`src/hw/rtl/cdds_pkg.sv`:
```
package cdds_pkg;

    // command codes carried in tuser
    localparam logic [1:0] CMD_SET = 2'd0;
    localparam logic [1:0] CMD_ADD = 2'd1;
    localparam logic [1:0] CMD_SUB = 2'd2;

    localparam logic [13:0] YEAR_MIN = 14'd1900;
    localparam logic [13:0] YEAR_MAX = 14'd9999;
    localparam logic [13:0] YEAR_STEP = 14'd400;

    // 1900 mod 400
    localparam logic [8:0] YEAR_MIN_M400 = 9'd300;
    localparam logic [8:0] M400_LAST = 9'd399;

    localparam logic [3:0] MONTH_JAN = 4'd1;
    localparam logic [3:0] MONTH_FEB = 4'd2;
    localparam logic [3:0] MONTH_DEC = 4'd12;

    typedef enum logic [2:0] {
        ST_IDLE,
        ST_MOD,
        ST_CHECK,
        ST_ADD,
        ST_SUB,
        ST_DONE
    } t_state;

    // leap test from the year's low bits and its remainder mod 400
    function automatic logic is_leap(input logic [1:0] y_lo, input logic [8:0] m400);
        logic cent;
        cent = (m400 == 9'd100) || (m400 == 9'd200) || (m400 == 9'd300);
        return (y_lo == 2'd0) && !cent;
    endfunction

    function automatic logic [4:0] month_len(input logic [3:0] m, input logic [1:0] y_lo,
                                             input logic [8:0] m400);
        logic [4:0] len;
        case (m)
            4'd4, 4'd6, 4'd9, 4'd11: len = 5'd30;
            MONTH_FEB:               len = is_leap(y_lo, m400) ? 5'd29 : 5'd28;
            default:                 len = 5'd31;
        endcase
        return len;
    endfunction

endpackage

```
`src/hw/rtl/calendar_date_day_stepper_top.sv`:
```
// Channel   Dir  Handshake                    Word contents
// s_axis    in   s_axis_tvalid/s_axis_tready  tdata: date to set, day count; tuser: command
// m_axis    out  m_axis_tvalid/m_axis_tready  tdata: stored date; tuser: accepted flag
//
// One word at a time. Add and subtract cross at most one month per cycle in the
// shared month-step unit. Set reduces the year mod 400 by repeated subtraction.
// Unknown commands go straight to the result with the accepted flag clear.
// Reset (synchronous, active low) loads 1900-01-01 and empties the output register.
// A stalled result sits in the output register while the next word is taken;
// the following result waits for it to drain.
module calendar_date_day_stepper_top
    import cdds_pkg::*;
(
    input  logic        i_clk,
    input  logic        i_rst_n,

    input  logic        s_axis_tvalid,
    output logic        s_axis_tready,
    // [4:0] new_day, [8:5] new_month, [22:9] new_year, [38:23] day_count, [39] zero
    input  logic [39:0] s_axis_tdata,
    // [1:0] cmd
    input  logic [1:0]  s_axis_tuser,

    output logic        m_axis_tvalid,
    input  logic        m_axis_tready,
    // [4:0] cur_day, [8:5] cur_month, [22:9] cur_year, [23] zero
    output logic [23:0] m_axis_tdata,
    // [0] accepted
    output logic        m_axis_tuser
);

    t_state r_state, n_state;

    // stored date, plus the year mod 400 tracked beside it for the leap rule
    logic [4:0]  r_day,   n_day;
    logic [3:0]  r_month, n_month;
    logic [13:0] r_year,  n_year;
    logic [8:0]  r_m400,  n_m400;

    // latched command operands
    logic [4:0]  r_nd,  n_nd;
    logic [3:0]  r_nm,  n_nm;
    logic [13:0] r_ny,  n_ny;
    logic [13:0] r_rem, n_rem;
    logic [15:0] r_cnt, n_cnt;
    logic        r_acc, n_acc;

    // output register
    logic        r_o_valid, n_o_valid;
    logic [4:0]  r_o_day,   n_o_day;
    logic [3:0]  r_o_month, n_o_month;
    logic [13:0] r_o_year,  n_o_year;
    logic        r_o_acc,   n_o_acc;

    // shared month-step unit
    logic [4:0]  cur_len;     // length of the current month
    logic [4:0]  room;        // days left in the current month
    logic [15:0] room_ext;
    logic [8:0]  m400_inc, m400_dec;
    logic [3:0]  prev_month;
    logic [13:0] prev_year;
    logic [8:0]  prev_m400;
    logic [4:0]  prev_len;    // length of the month being stepped back into
    logic [4:0]  set_len;
    logic        set_ok;

    always_comb begin
        cur_len    = month_len(r_month, r_year[1:0], r_m400);
        room       = cur_len - r_day;
        room_ext   = {11'd0, room};
        m400_inc   = (r_m400 == M400_LAST) ? 9'd0 : r_m400 + 9'd1;
        m400_dec   = (r_m400 == 9'd0) ? M400_LAST : r_m400 - 9'd1;
        prev_month = (r_month == MONTH_JAN) ? MONTH_DEC : r_month - 4'd1;
        prev_year  = (r_month == MONTH_JAN) ? r_year - 14'd1 : r_year;
        prev_m400  = (r_month == MONTH_JAN) ? m400_dec : r_m400;
        prev_len   = month_len(prev_month, prev_year[1:0], prev_m400);
        set_len    = month_len(r_nm, r_ny[1:0], r_rem[8:0]);
        set_ok     = (r_nm >= MONTH_JAN) && (r_nm <= MONTH_DEC) &&
                     (r_ny >= YEAR_MIN) && (r_ny <= YEAR_MAX) &&
                     (r_nd != 5'd0) && (r_nd <= set_len);
    end

    always_ff @(posedge i_clk) begin
        if (!i_rst_n) begin
            r_state   <= ST_IDLE;
            r_day     <= 5'd1;
            r_month   <= MONTH_JAN;
            r_year    <= YEAR_MIN;
            r_m400    <= YEAR_MIN_M400;
            r_o_valid <= 1'b0;
        end else begin
            r_state   <= n_state;
            r_day     <= n_day;
            r_month   <= n_month;
            r_year    <= n_year;
            r_m400    <= n_m400;
            r_o_valid <= n_o_valid;
        end
    end

    always_ff @(posedge i_clk) begin
        r_nd      <= n_nd;
        r_nm      <= n_nm;
        r_ny      <= n_ny;
        r_rem     <= n_rem;
        r_cnt     <= n_cnt;
        r_acc     <= n_acc;
        r_o_day   <= n_o_day;
        r_o_month <= n_o_month;
        r_o_year  <= n_o_year;
        r_o_acc   <= n_o_acc;
    end

    always_comb begin
        n_state   = r_state;
        n_day     = r_day;
        n_month   = r_month;
        n_year    = r_year;
        n_m400    = r_m400;
        n_nd      = r_nd;
        n_nm      = r_nm;
        n_ny      = r_ny;
        n_rem     = r_rem;
        n_cnt     = r_cnt;
        n_acc     = r_acc;
        n_o_valid = r_o_valid && !m_axis_tready;
        n_o_day   = r_o_day;
        n_o_month = r_o_month;
        n_o_year  = r_o_year;
        n_o_acc   = r_o_acc;
        s_axis_tready = (r_state == ST_IDLE);

        case (r_state)
            ST_IDLE: begin
                if (s_axis_tvalid) begin
                    n_nd  = s_axis_tdata[4:0];
                    n_nm  = s_axis_tdata[8:5];
                    n_ny  = s_axis_tdata[22:9];
                    n_rem = s_axis_tdata[22:9];
                    n_cnt = s_axis_tdata[38:23];
                    n_acc = 1'b1;
                    case (s_axis_tuser)
                        CMD_SET: n_state = ST_MOD;
                        CMD_ADD: n_state = ST_ADD;
                        CMD_SUB: n_state = ST_SUB;
                        default: begin
                            n_acc   = 1'b0;
                            n_state = ST_DONE;
                        end
                    endcase
                end
            end

            // year mod 400 by repeated subtraction
            ST_MOD: begin
                if (r_rem >= YEAR_STEP) begin
                    n_rem = r_rem - YEAR_STEP;
                end else begin
                    n_state = ST_CHECK;
                end
            end

            ST_CHECK: begin
                n_acc   = set_ok;
                n_state = ST_DONE;
                if (set_ok) begin
                    n_day   = r_nd;
                    n_month = r_nm;
                    n_year  = r_ny;
                    n_m400  = r_rem[8:0];
                end
            end

            // one month per cycle; saturate past the last supported day
            ST_ADD: begin
                if (r_cnt == 16'd0) begin
                    n_state = ST_DONE;
                end else if (r_cnt <= room_ext) begin
                    n_day   = r_day + r_cnt[4:0];
                    n_cnt   = 16'd0;
                    n_state = ST_DONE;
                end else begin
                    n_cnt = r_cnt - (room_ext + 16'd1);
                    n_day = 5'd1;
                    if (r_month == MONTH_DEC) begin
                        if (r_year == YEAR_MAX) begin
                            n_day   = 5'd31;
                            n_state = ST_DONE;
                        end else begin
                            n_month = MONTH_JAN;
                            n_year  = r_year + 14'd1;
                            n_m400  = m400_inc;
                        end
                    end else begin
                        n_month = r_month + 4'd1;
                    end
                end
            end

            // one month per cycle backwards; clamp at the first supported day
            ST_SUB: begin
                if (r_cnt == 16'd0) begin
                    n_state = ST_DONE;
                end else if (r_cnt < {11'd0, r_day}) begin
                    n_day   = r_day - r_cnt[4:0];
                    n_cnt   = 16'd0;
                    n_state = ST_DONE;
                end else if (r_month == MONTH_JAN && r_year == YEAR_MIN) begin
                    n_day   = 5'd1;
                    n_cnt   = 16'd0;
                    n_state = ST_DONE;
                end else begin
                    n_cnt   = r_cnt - {11'd0, r_day};
                    n_month = prev_month;
                    n_year  = prev_year;
                    n_m400  = prev_m400;
                    n_day   = prev_len;
                end
            end

            ST_DONE: begin
                if (!r_o_valid || m_axis_tready) begin
                    n_o_valid = 1'b1;
                    n_o_day   = r_day;
                    n_o_month = r_month;
                    n_o_year  = r_year;
                    n_o_acc   = r_acc;
                    n_state   = ST_IDLE;
                end
            end

            default: n_state = ST_IDLE;
        endcase
    end

    assign m_axis_tvalid = r_o_valid;
    assign m_axis_tdata  = {1'b0, r_o_year, r_o_month, r_o_day};
    assign m_axis_tuser  = r_o_acc;

    // stored date stays a legal calendar date
    a_date_range: assert property (@(posedge i_clk) disable iff (!i_rst_n)
        (r_month >= MONTH_JAN) && (r_month <= MONTH_DEC) && (r_day != 5'd0) &&
        (r_day <= cur_len) && (r_year >= YEAR_MIN) && (r_year <= YEAR_MAX))
        else $error("stored date out of range");

    // tracked remainder agrees with the year
    a_m400_track: assert property (@(posedge i_clk) disable iff (!i_rst_n)
        (r_m400 <= M400_LAST) && (r_m400[1:0] == r_year[1:0]))
        else $error("year mod 400 tracking lost");

    // one word in flight at a time
    a_one_word: assert property (@(posedge i_clk) disable iff (!i_rst_n)
        (s_axis_tvalid && s_axis_tready) |=> !s_axis_tready)
        else $error("input taken while busy");

    // a finished result reaches the output register
    a_result_out: assert property (@(posedge i_clk) disable iff (!i_rst_n)
        (r_state == ST_DONE && (!m_axis_tvalid || m_axis_tready)) |=>
        (m_axis_tvalid && s_axis_tready))
        else $error("result not delivered");

endmodule

```
`config.mk`:
```
export PLATFORM = sky130hd
export DESIGN_NAME = calendar_date_day_stepper_top
export DESIGN_NICKNAME = d
export VERILOG_FILES = /design/src/hw/rtl/cdds_pkg.sv /design/src/hw/rtl/calendar_date_day_stepper_top.sv
export SDC_FILE = /design/constraint.sdc
export NUM_CORES = 1
export LEC_CHECK = 0
export ABC_AREA = 0
export CAP_MARGIN = 5
export CORE_ASPECT_RATIO = 0.8
export CORE_UTILIZATION = 59
export CTS_BUF_LIST = sky130_fd_sc_hd__clkbuf_8 sky130_fd_sc_hd__clkbuf_16
export CTS_CLUSTER_SIZE = 14
export DETAILED_ROUTE_END_ITERATION = 8
export DONT_BUFFER_PORTS = 1
export PLACE_DENSITY_LB_ADDON = 0.08
export SYNTH_ARGS = -nofsm -noshare
export SYNTH_HDL_FRONTEND = slang
export SYNTH_SLANG_ARGS = --single-unit
```
`constraint.sdc`:
```
create_clock -name i_clk -period 3.75 [get_ports i_clk]
set_input_delay 0.1875 -clock i_clk [delete_from_list [all_inputs] [get_ports i_clk]]
set_output_delay 0.1875 -clock i_clk [all_outputs]
set_load 0.02 [all_outputs]
```
==> run metrics <==
RSZ-0062 raised after global routing true; dpl ws -0.191 ns; max-capacitance violation count 0; GRT overflow 0; CP startpoint kind flip-flop; pin count of the biggest net entering global routing 31; Chip Width around 130 um; vias per inst a little under 7; sequential power share a little over a quarter; Worst Setup SP r_m400[7]$_SDFFE_PN0P_; async set-reset flop share out of synthesis 0%; Slew headroom 31.2%; gp weighted congestion ~0.94; CP Class flip-flop to flip-flop; CP peak stage delay around 0.36 ns; crit share post-route 104%; PwrDens 979 mW/mm2; final worst setup slack -0.161 ns; Worst R2R Start r_m400[7]$_SDFFE_PN0P_; Initial DRT Pass Iterations 9; DR WL/cell 22.4 um; met3 GRT Util 8.28%; clock sink count roughly 110; number of global-route vias before repair approximately 7100; Internal 5.25 mW; Fin Setup TNS -1.66 ns; Pleak around 3.7 nW; failing checks DRC, hold timing, setup timing; count leader, synth edfxtp_1; Clk Latency, worst-skew pair roughly 0.42 ns; top-area cell type share of the netlist area between 30% and 40%; CP Data Arrival Time 4.20 ns; endpoints failing setup 27; total power around 9.6 mW; Max Slew Vio Count 0; grt met2 use 54.9%; Worst Tran Pin Value 1.03 ns; Synth top cells by count edfxtp_1, nor2_1, nand2_1, o21ai_0, a21oi_1; DRT iter0 DRCs about 1000; clock-pin slew on the worst setup and hold paths ~0.060 ns; GR Util met1 a little over half; worst path required time ~4.0 ns; Post-Syn Area per Cell about 9 um2; vias about 7600; switching share of power 45.5%; CTS tree yes; Area Growth Syn to Fin 28.0%; clk buf depth 2; DP HPWL approximately 16000 um; initial core utilization roughly three fifths; Die ar. 0.0135 mm2; total wire length roughly 25000 um; Crit. End Element flip-flop; #FFs+latches synth ~110; Clk pwr share approximately 16%; GRT Max-Usage Layer met2; # DRC 2; register area share after synthesis a little under 40%; diodes inserted 0; most frequent CP cell o211ai_1; Synth area leader edfxtp_1; post-route ant nets 0; status complete, but fails checks; clk_skew 0.00845 ns; fillers 830; synthesized net count roughly 940; first-pass GRT wire length approximately 38000 um; Final #Nets 1033; Netlist cell types 82; initial antenna violation count 0; slowest cell on the critical path a311o_1; Cell Area, Synth roughly 0.0077 mm2; CP cell instances nand3b_1 -> nor3_1 -> a31oi_1 -> o21ai_1 -> nand2_1 -> o211ai_1 -> ha_2 -> fa_2 -> nand3_2 -> xnor2_2 -> ha_4 -> inv_2 -> a311o_1 -> a21o_4 -> a211oi_4 -> o221ai_4 -> buf_12 -> buf_16 -> o21ai_2 -> o211ai_1; min-delay src i_rst_n; row count 36; root buf cell clkbuf_16; f_max between 200 and 300 MHz; Crit path max-delay family compound AO/OA/AOI/OAI gates; final hold viol count 15; utilization of the core after routing between 70% and 80%; CTS H-tree lvls 4; Post-synth top flop edfxtp_1; worst min path class input pin to flip-flop; worst path buffer plus inverter count 3; VDD IR-drop max about 620 uV; EDFF count, synth 78; final hold slack -0.160 ns; CTS Hold Bufs slightly above 50; Comb pwr share 57.6%; GRT Overall Usage between 30 and 40%; layout cells sized above 1 approximately 21%; post-route minimum period ~4 ns; synthesized instance count around 850; synth top area cells edfxtp_1, dfxtp_1, ha_1; die height 104 um; Core Area around 0.012 mm2; clock buffer count from CTS 17; switching power 4.39 mW; Port Buf Inserts 0; CP max FO 6; I/O pin cnt 73; Warnings, synthesis 0
-- worst reg2reg max path, delay by kind of cell (launching register included) --
kind | cells | cell delay, ns
XOR/XNOR | 1 | 0.19
adder cells (fa/ha/maj) | 3 | 0.77
buffers and inverters | 3 | 0.35
AO/OA/AOI/OAI | 9 | 1.63
AND/OR/NAND/NOR | 4 | 0.54
flip-flops | 1 | 0.34
-- final timing paths --
| path | to | slack, ns | depth (start not counted) |
|---|---|---|---|
| hold reg to reg | m_axis_tuser$_DFFE_PP_ | 0.49 | 0 |
| setup / recovery | r_year[9]$_SDFFE_PN1P_ | -0.16 | 20 |
| setup reg to reg | r_year[9]$_SDFFE_PN1P_ | -0.16 | 20 |
| hold / removal | r_year[2]$_SDFFE_PN1P_ | -0.16 | 1 |
-- sequential cells by signal, summed over array words and instances (netlist names) --
name and flops:
r_nd 5, r_o_year 14, r_ny 14, r_o_day 5
m_axis_tvalid 1, r_m400 9, r_state 3, r_year 14
r_month 4, r_acc 1, r_rem 14, r_o_month 4
r_day 5, r_cnt 16, m_axis_tuser 1, r_nm 4
-- metrics by stage --
step | instances | instance area (um2)
after CTS | 1119 | 9470
after global routing | 1128 | 9860
final | 1128 | 9860
after global placement | 1028 | 8190
after detailed placement | 1028 | 8190
after floorplan | 847 | 7750
-- what timing repair did --
item	CTS	global route
buffers inserted	4	9
gates resized for setup	26	76
setup endpoints to repair	41	50
pin swaps	11	38
endpoints found under the hold margin	72	14
cloned	4	1
-- routing by layer --
metal / up-vias / wire [um]
met3: 61 / 2620
met4: 0 / 743
met5: - / 0
li1: 3375 / -
met2: 500 / 11400
met1: 3685 / 10500
-- final cells by class --
type | instances | area, um2 | share of cell area, %
inverters | 37 | 139 | 1.41
clock inverters | 14 | 126 | 1.28
well taps | 171 | 214 | 2.17
flip-flops and latches | 114 | 3070 | 31.1
clock buffers | 18 | 439 | 4.46
repair buffers | 132 | 1210 | 12.3
multi-input cells | 642 | 4660 | 47.3
-- cell usage in the layout (no fill, tap or decap), types with 5 or more instances in the layout --
cell	n
nand3_1	22
o21ai_1	11
a32oi_1	6
and3_1	9
edfxtp_1	78
inv_1	38
nand2_1	67
a211oi_1	10
nand4_1	11
a31oi_1	9
and2_1	5
dlygate4sd3_1	50
nand2b_1	11
ha_1	36
o31a_1	5
or3_1	8
nor3_1	27
buf_6	8
nor2b_1	6
a221oi_1	13
xor2_1	22
o21ai_2	6
a21o_1	9
xnor2_1	20
o21ai_0	42
nor2_1	73
a21oi_1	42
o211ai_1	14
a21oi_2	11
dfxtp_1	32
a22oi_1	5
clkbuf_16	17
mux2i_1	7
nor4_1	12
buf_4	69
-- power by group through the flow --
stage                     logic (mW)  clock network, mW  registers [mW]
after CTS                       4.93               1.57            2.46
after global routing            5.94               1.63            2.57
after floorplan                 3.29                  0            2.28
final                           5.55               1.58            2.52
after global placement          4.35                  0            2.45
after detailed placement        4.48                  0            2.47
-- logic make-up after synthesis --
| kind of cell | count (synthesis) | synth area share, % |
|---|---|---|
| compound gates | 253 | 22.3 |
| buf+inv | 94 | 5.36 |
| fa+ha+maj | 43 | 7.47 |
| mux | 7 | 0.910 |
| simple gates | 292 | 19.2 |
| flops | 114 | 39.8 |
| other cells | 1 | 0.0487 |
| xor+xnor | 43 | 4.89 |
Note: power is estimated with default switching activity, not from simulation.
